===== src/hw/rtl/numeric_literal_scanner_top_macros.svh =====
// ------------------------------------------------------------------------
// Numeric literal scanner assertion macros
// Shared concurrent check forms, clocked on clk and held off during reset.
// ------------------------------------------------------------------------
`ifndef NUMERIC_LITERAL_SCANNER_TOP_MACROS_SVH
`define NUMERIC_LITERAL_SCANNER_TOP_MACROS_SVH

// Check that the consequent holds in the same cycle as the antecedent
`define NLS_ASSERT_NOW(lbl, ante, cons, msg) \
    lbl: assert property (@(posedge clk) disable iff (!rst_n) (ante) |-> (cons)) \
        else $error(msg);

// Check that the consequent holds in the cycle after the antecedent
`define NLS_ASSERT_NEXT(lbl, ante, cons, msg) \
    lbl: assert property (@(posedge clk) disable iff (!rst_n) (ante) |=> (cons)) \
        else $error(msg);

`endif


===== src/hw/rtl/nls_pkg.sv =====
// ------------------------------------------------------------------------
// Numeric literal scanner package
// Beat types, scan phases and character classes shared by the scanner.
// ------------------------------------------------------------------------
package nls_pkg;

    localparam int unsigned POS_BITS  = 16;
    localparam int unsigned CHAR_BITS = 8;

    localparam logic [CHAR_BITS-1:0] RADIX_RESET = 8'd46;  // '.'
    localparam logic [CHAR_BITS-1:0] CH_PLUS     = 8'd43;  // '+'
    localparam logic [CHAR_BITS-1:0] CH_MINUS    = 8'd45;  // '-'
    localparam logic [CHAR_BITS-1:0] CH_EXP_LO   = 8'd101; // 'e'
    localparam logic [CHAR_BITS-1:0] CH_EXP_UP   = 8'd69;  // 'E'
    localparam logic [CHAR_BITS-1:0] CH_SPACE    = 8'd32;
    localparam logic [CHAR_BITS-1:0] CH_TAB      = 8'd9;
    localparam logic [CHAR_BITS-1:0] CH_CR       = 8'd13;
    localparam logic [CHAR_BITS-1:0] CH_ZERO     = 8'd48;
    localparam logic [CHAR_BITS-1:0] CH_NINE     = 8'd57;

    typedef enum logic [2:0] {
        PH_FIRST,
        PH_WS,
        PH_INT,
        PH_FRAC,
        PH_EXPS,
        PH_EXPD1,
        PH_EXPD,
        PH_DONE
    } scan_phase_t;

    typedef struct packed {
        logic [CHAR_BITS-1:0] char_code;
        logic [POS_BITS-1:0]  base_position;
        logic                 last_char;
    } nls_in_t;

    typedef struct packed {
        logic                is_number;
        logic [POS_BITS-1:0] start_pos;
        logic [POS_BITS-1:0] scan_count;
    } nls_out_t;

    function automatic logic is_ws(input logic [CHAR_BITS-1:0] c);
        return ((c >= CH_TAB) && (c <= CH_CR)) || (c == CH_SPACE);
    endfunction

    function automatic logic is_dig(input logic [CHAR_BITS-1:0] c);
        return (c >= CH_ZERO) && (c <= CH_NINE);
    endfunction

    function automatic logic is_sgn(input logic [CHAR_BITS-1:0] c);
        return (c == CH_PLUS) || (c == CH_MINUS);
    endfunction

    // Add a small step to a count, clamping at all ones
    function automatic logic [POS_BITS-1:0] sat_add(
        input logic [POS_BITS-1:0] a,
        input logic [1:0]          n
    );
        logic [POS_BITS:0] s;
        s = {1'b0, a} + {{(POS_BITS-1){1'b0}}, n};
        return s[POS_BITS] ? {POS_BITS{1'b1}} : s[POS_BITS-1:0];
    endfunction

endpackage


===== src/hw/rtl/numeric_literal_scanner_top.sv =====
// ------------------------------------------------------------------------
// Numeric literal scanner
// Streams one character per beat and reports, on the last character of a
// string, whether it opens with a decimal literal and where that lies.
// ------------------------------------------------------------------------
//
//  channel   handshake              payload    direction
//  -------   --------------------   --------   ---------
//  cfg       cfg_valid / cfg_ready  cfg_data   in
//  in        in_valid / in_ready    in_data    in
//  out       out_valid / out_ready  out_data   out
//
// One character beat is taken every cycle while in_ready is high; a
// result is in the output register the cycle after its last beat fires.
// in_ready drops only while a result sits in the output register and
// out_ready is low; cfg_ready is always high.
// Reset puts the scanner at the start of a string and the radix at '.'.

module numeric_literal_scanner_top
    import nls_pkg::*;
(
    input  logic                 clk,
    input  logic                 rst_n,

    input  logic                 cfg_valid,
    output logic                 cfg_ready,
    input  logic [CHAR_BITS-1:0] cfg_data,

    input  logic                 in_valid,
    output logic                 in_ready,
    input  nls_in_t              in_data,

    output logic                 out_valid,
    input  logic                 out_ready,
    output nls_out_t             out_data
);

`include "numeric_literal_scanner_top_macros.svh"

    logic [CHAR_BITS-1:0] radix_reg;
    scan_phase_t          phase_reg, phase_next;
    logic [POS_BITS-1:0]  start_reg, start_next;
    logic [POS_BITS-1:0]  count_reg, count_next;
    logic                 digit_reg, digit_next;
    logic                 out_valid_reg;
    nls_out_t             out_data_reg;

    logic                 in_fire;
    logic [CHAR_BITS-1:0] c;
    logic                 last;
    logic                 c_ws, c_dig, c_sgn, c_exp, c_radix;
    logic [POS_BITS-1:0]  start_base, count_base;
    logic                 digit_base;

    assign cfg_ready = 1'b1;
    assign in_ready  = !out_valid_reg || out_ready;
    assign in_fire   = in_valid && in_ready;
    assign out_valid = out_valid_reg;
    assign out_data  = out_data_reg;

    // Classify the incoming character
    assign c       = in_data.char_code;
    assign last    = in_data.last_char;
    assign c_ws    = is_ws(c);
    assign c_dig   = is_dig(c);
    assign c_sgn   = is_sgn(c);
    assign c_exp   = (c == CH_EXP_LO) || (c == CH_EXP_UP);
    assign c_radix = (c == radix_reg);

    // Restart the counters on the first character of a string
    assign start_base = (phase_reg == PH_FIRST) ? in_data.base_position : start_reg;
    assign count_base = (phase_reg == PH_FIRST) ? '0 : count_reg;
    assign digit_base = (phase_reg == PH_FIRST) ? 1'b0 : digit_reg;

    // Next phase: white space falls into the integer rule, which falls into
    // the fraction rule, all within the same beat
    always_comb
    begin
        phase_next = phase_reg;
        case (phase_reg)
            PH_FIRST, PH_WS:
            begin
                if (c_ws)
                    phase_next = PH_WS;
                else if (c_sgn)
                    phase_next = PH_INT;
                else if (c_dig)
                    phase_next = PH_INT;
                else if (c_radix)
                    phase_next = PH_FRAC;
                else
                    phase_next = PH_DONE;
            end
            PH_INT:
            begin
                if (c_dig)
                    phase_next = PH_INT;
                else if (c_radix)
                    phase_next = PH_FRAC;
                else if (digit_reg && c_exp && !last)
                    phase_next = PH_EXPS;
                else
                    phase_next = PH_DONE;
            end
            PH_FRAC:
            begin
                if (c_dig)
                    phase_next = PH_FRAC;
                else if (digit_reg && c_exp && !last)
                    phase_next = PH_EXPS;
                else
                    phase_next = PH_DONE;
            end
            PH_EXPS:  phase_next = (c_sgn && !last) ? PH_EXPD1 : PH_DONE;
            PH_EXPD1: phase_next = c_dig ? PH_EXPD : PH_DONE;
            PH_EXPD:  phase_next = c_dig ? PH_EXPD : PH_DONE;
            PH_DONE:  phase_next = PH_DONE;
            default:  phase_next = PH_DONE;
        endcase
        if (last)
            phase_next = PH_FIRST;
    end

    // Counter updates for start position, consumed count and digit flag
    always_comb
    begin
        start_next = start_base;
        count_next = count_base;
        digit_next = digit_base;
        case (phase_reg)
            PH_FIRST, PH_WS:
            begin
                if (c_ws)
                    start_next = start_base + 1'b1;
                else if (c_sgn || c_radix || c_dig)
                    count_next = sat_add(count_base, 2'd1);
                if (!c_ws && !c_sgn && c_dig)
                    digit_next = 1'b1;
            end
            PH_INT, PH_FRAC:
            begin
                if (c_dig || (phase_reg == PH_INT && c_radix))
                    count_next = sat_add(count_base, 2'd1);
                if (c_dig)
                    digit_next = 1'b1;
            end
            PH_EXPD1:
            begin
                if (c_dig)
                    count_next = sat_add(count_base, 2'd3);
            end
            PH_EXPD:
            begin
                if (c_dig)
                    count_next = sat_add(count_base, 2'd1);
            end
            default:
            begin
                count_next = count_base;
            end
        endcase
    end

    // Hold the radix register
    always_ff @(posedge clk or negedge rst_n)
    begin
        if (!rst_n)
            radix_reg <= RADIX_RESET;
        else if (cfg_valid && cfg_ready)
            radix_reg <= cfg_data;
    end

    // Advance scan state on each accepted beat
    always_ff @(posedge clk or negedge rst_n)
    begin
        if (!rst_n)
        begin
            phase_reg <= PH_FIRST;
            start_reg <= '0;
            count_reg <= '0;
            digit_reg <= 1'b0;
        end
        else if (in_fire)
        begin
            phase_reg <= phase_next;
            start_reg <= start_next;
            count_reg <= count_next;
            digit_reg <= digit_next;
        end
    end

    // Load the result register on the last character, drop it when taken
    always_ff @(posedge clk or negedge rst_n)
    begin
        if (!rst_n)
            out_valid_reg <= 1'b0;
        else if (in_fire && last)
            out_valid_reg <= 1'b1;
        else if (out_ready)
            out_valid_reg <= 1'b0;
    end

    always_ff @(posedge clk)
    begin
        if (in_fire && last)
        begin
            out_data_reg.is_number  <= digit_next;
            out_data_reg.start_pos  <= start_next;
            out_data_reg.scan_count <= count_next;
        end
    end

    `NLS_ASSERT_NEXT(a_last_gives_result, in_fire && last,
        out_valid && phase_reg == PH_FIRST, "last character left no result")
    `NLS_ASSERT_NOW(a_no_overwrite, out_valid_reg && !out_ready, !in_ready,
        "input taken while result is stalled")
    `NLS_ASSERT_NOW(a_number_has_count, out_valid && out_data.is_number,
        out_data.scan_count != '0, "number reported with zero count")

endmodule


===== config.mk =====
export PLATFORM = sky130hd
export DESIGN_NAME = numeric_literal_scanner_top
export DESIGN_NICKNAME = d
export VERILOG_FILES = /design/src/hw/rtl/nls_pkg.sv /design/src/hw/rtl/numeric_literal_scanner_top.sv
export VERILOG_INCLUDE_DIRS = /design/src /design/src/hw/rtl
export SDC_FILE = /design/constraint.sdc
export NUM_CORES = 1
export LEC_CHECK = 0
export BUFFER_PORTS_ARGS = -buffer_cell sky130_fd_sc_hd__buf_2
export CORE_MARGIN = 5
export CORE_UTILIZATION = 35
export DETAILED_ROUTE_END_ITERATION = 10
export PLACE_DENSITY_LB_ADDON = 0.3
export SYNTH_ARGS = -nofsm -noshare
export SYNTH_HDL_FRONTEND = slang
export SYNTH_SLANG_ARGS = --single-unit

===== constraint.sdc =====
create_clock -name clk -period 9.3 [get_ports clk]
set_input_delay 0.93 -clock clk [delete_from_list [all_inputs] [get_ports clk]]
set_output_delay 0.93 -clock clk [all_outputs]
set_load 0.02 [all_outputs]

==> out/metrics.cfg <==
[routing]
totalWireLength_um = 16710
drt-initial-drc-count = 328
drc = 0
vias = 5110
first_pass_iters = 5
vias_per_cell = 6.012
wl_per_cell_um = 19.66
ant_nets = 0

[final_layout]
drive_gt1_share_pct = 20.69
fillers = 1536
syn2layout_area_growth_pct = 14.31
diodes = 0
num-nets-final = 697
fin_util_pct = 40.64
largest_reg_flops = 33

[synthesis]
synth_seq_cells = 78
synth.distinct_cells = 78
ys_seq_area_share_pct = 39.26
synthSimpleGateAreaFrac_pct = 22.45
yosys_warnings = 0
synth-main-ff-cell = dfrtp_1
syn_area_sq_mm = 0.005405
syn_nets = 654
synthXorXnorAreaFrac_pct = 5.185
synth_fa_ha_area_share_pct = 0.4630
synth_compound_area_share_pct = 21.16
syn_inst = 614
synth_top_cell_by_area = dfrtp_1
synth_top_family_by_area = simple AND/OR/NAND/NOR gates
synthMuxAreaShare_pct = 6.782
netlist_top_cells_area = dfrtp_1 19%, edfxtp_1 18%, nand2_1 5.3%
synth_edf_count = 33
synthDominantCellAreaShare_pct = 18.98
async_flop_share_pct = 57.69
synth.avg_cell_area_sq_um = 8.803

[sta]
min_period_over_period_pct = 40.32
relSlewSlack_pct = 23.54
period_needed_ns = 3.749
timing.fmax_mhz = 266.7
setup_violations = 0
hold_viol_final = 0
maxSlewViolCount = 0
timing.hold.ws_ns = 0.5020
finClkSkew_ns = 0.007366
rsz0062_at_grt = false
finalSetupTns_ns = 0
tightest_slew_ns = 1.144

[clock_network]
clock_latency_ns = 0.35
clock_path_buffers = 2
clkSinkCount = 78
cts.htree.levels = 3
cts_hold_buf = 0
cts_tree = built
post_cts_buffers = 0
cts.clk_slew.worst_paths_ns = 0.06
cts_resized = 0
cts_inserted_buffers = 9
clockRootBuffer = clkbuf_16

[power]
vdd_ir_drop_max_mv = 0.08667
leakage_uw = 0.002361
power_density_mw_per_mm2 = 202.7

[setup_path]
crit_chain = or3_1 -> nand2_1 -> ha_1 -> nand2b_1 -> nor3_1 -> nand3_1 -> o22ai_1 -> a221oi_1 -> o21ai_0
cp-start-kind = register
crit_fanout = 31
worstSetupEndpointType = register
critical_path.top_delay_family = simple AND/OR/NAND/NOR gates
critPathRequiredTime_ns = 9.46
max_stage_delay_ns = 1.00
critical_path.slowest_cell = dfrtp_1
rrSetupSlack_ns = 5.55
cp.arrival_ns = 3.91
crit_buf_inv = 0
crit_type = register to register

[floorplan]
start_util_pct = 35.56
fp.dieW_um = 134.3
dieHeight_um = 134.3
dieArea_sq_mm = 0.01803
io_pins = 74
core_area_sq_mm = 0.01520
fp-row-count = 45

[status]
outcome = finished, final reports clean

[grt]
grt_util_all_layers_pct = 18.60
gr-total-overflow = 0
grt_max_degree = 46
antenna_found_initial = 0
grt_pass1_wl_um = 26900
grt_pass1_vias = 4951

[min_path]
hold_path_class = register to register

[place]
portBuffers = 72
gp_congestion = 0.9149
dpl.hpwl_um = 11620

[run]
maxCapViolCount = 0

## metrics by stage
stage          instances  power, uW  area [sq um]  setup WS (ns)
4_1_cts              850       1259          6178          5.631
3_5_place_dp         834      896.6          5886          5.660
5_1_grt              850       1328          6178          5.312
6_report             850       1253          6178          5.551
3_3_place_gp         834      886.6          5886          5.714
2_1_floorplan        614      787.0          5405          5.568
## area by class of cell
| class | count | area (sq um) | share of cell area (%) |
|---|---|---|---|
| clock buffer | 11 | 232.7 | 3.767 |
| clock inverter | 5 | 60.06 | 0.9721 |
| inverter | 11 | 41.29 | 0.6683 |
| multi-input combinational | 474 | 3044 | 49.27 |
| sequential | 78 | 2122 | 34.35 |
| tap | 188 | 235.2 | 3.807 |
| timing repair buffer | 83 | 442.9 | 7.169 |
## path summary, 6_finish.rpt
path,startpoint,endpoint,depth (start not counted)
worst min register to register,digit_reg,digit_reg,2
worst max register to register,phase_reg[1],out_data[3],9
worst min-delay path,digit_reg,digit_reg,2
max in group asynchronous,rst_n,digit_reg,2
min in group asynchronous,rst_n,start_reg[13],2
worst max-delay path,phase_reg[1],out_data[3],9
## logic make-up after synthesis
family          Yosys count
buf+inv                  62
compound gates          164
flops                    78
simple gates            241
fa+ha+maj                 2
other cells               1
xor+xnor                 32
mux                      34
## cell usage after synthesis, types with 4 or more instances
cell type	count
buf_1	7
nand2b_1	5
a211oi_1	8
mux2_2	21
buf_2	5
or3_1	9
o21ai_0	39
o221ai_1	4
nor3_1	18
clkbuf_1	37
o211ai_1	5
dfrtp_1	41
edfxtp_1	33
o21a_1	5
nand3_1	31
a31oi_1	7
or4_1	7
nor2_1	37
inv_1	11
xnor2_1	19
a21oi_1	24
nand4_1	15
and2_1	9
nor4_1	9
a221oi_1	5
o31ai_1	13
xor2_1	13
nand2_1	77
and3_1	5
o22ai_1	6
dfstp_2	4
mux2i_1	13
## power by group
part           internal, uW  total [uW]  switching, uW
registers               440         520           79.8
clock network           209         357            148
logic                   156         376            220
## worst register-to-register path, stage by stage (launching register included)
cell and delay, ns:
dfrtp_1 1.00, or3_1 0.33, nand2_1 0.10, ha_1 0.24
nand2b_1 0.21, nor3_1 0.52, nand3_1 0.57, o22ai_1 0.34
a221oi_1 0.12, o21ai_0 0.14
## placed cells by master (no fill, tap or decap), types with 19 or more instances in the layout
cell	instances
nand2_1	77
nor2_1	37
nand3_1	31
mux2_2	21
a21oi_1	24
dfrtp_1	41
edfxtp_1	33
buf_2	72
xnor2_1	19
o21ai_0	39
## layer usage
layer	global-route usage, %	up-vias	wire [um]
li1	-	2411	-
met1	25.72	2477	7520
met2	29.47	191	7784
met3	3.038	31	1062
met4	6.731	0	347
met5	0	-	0
(Power assumes the default switching activity.)
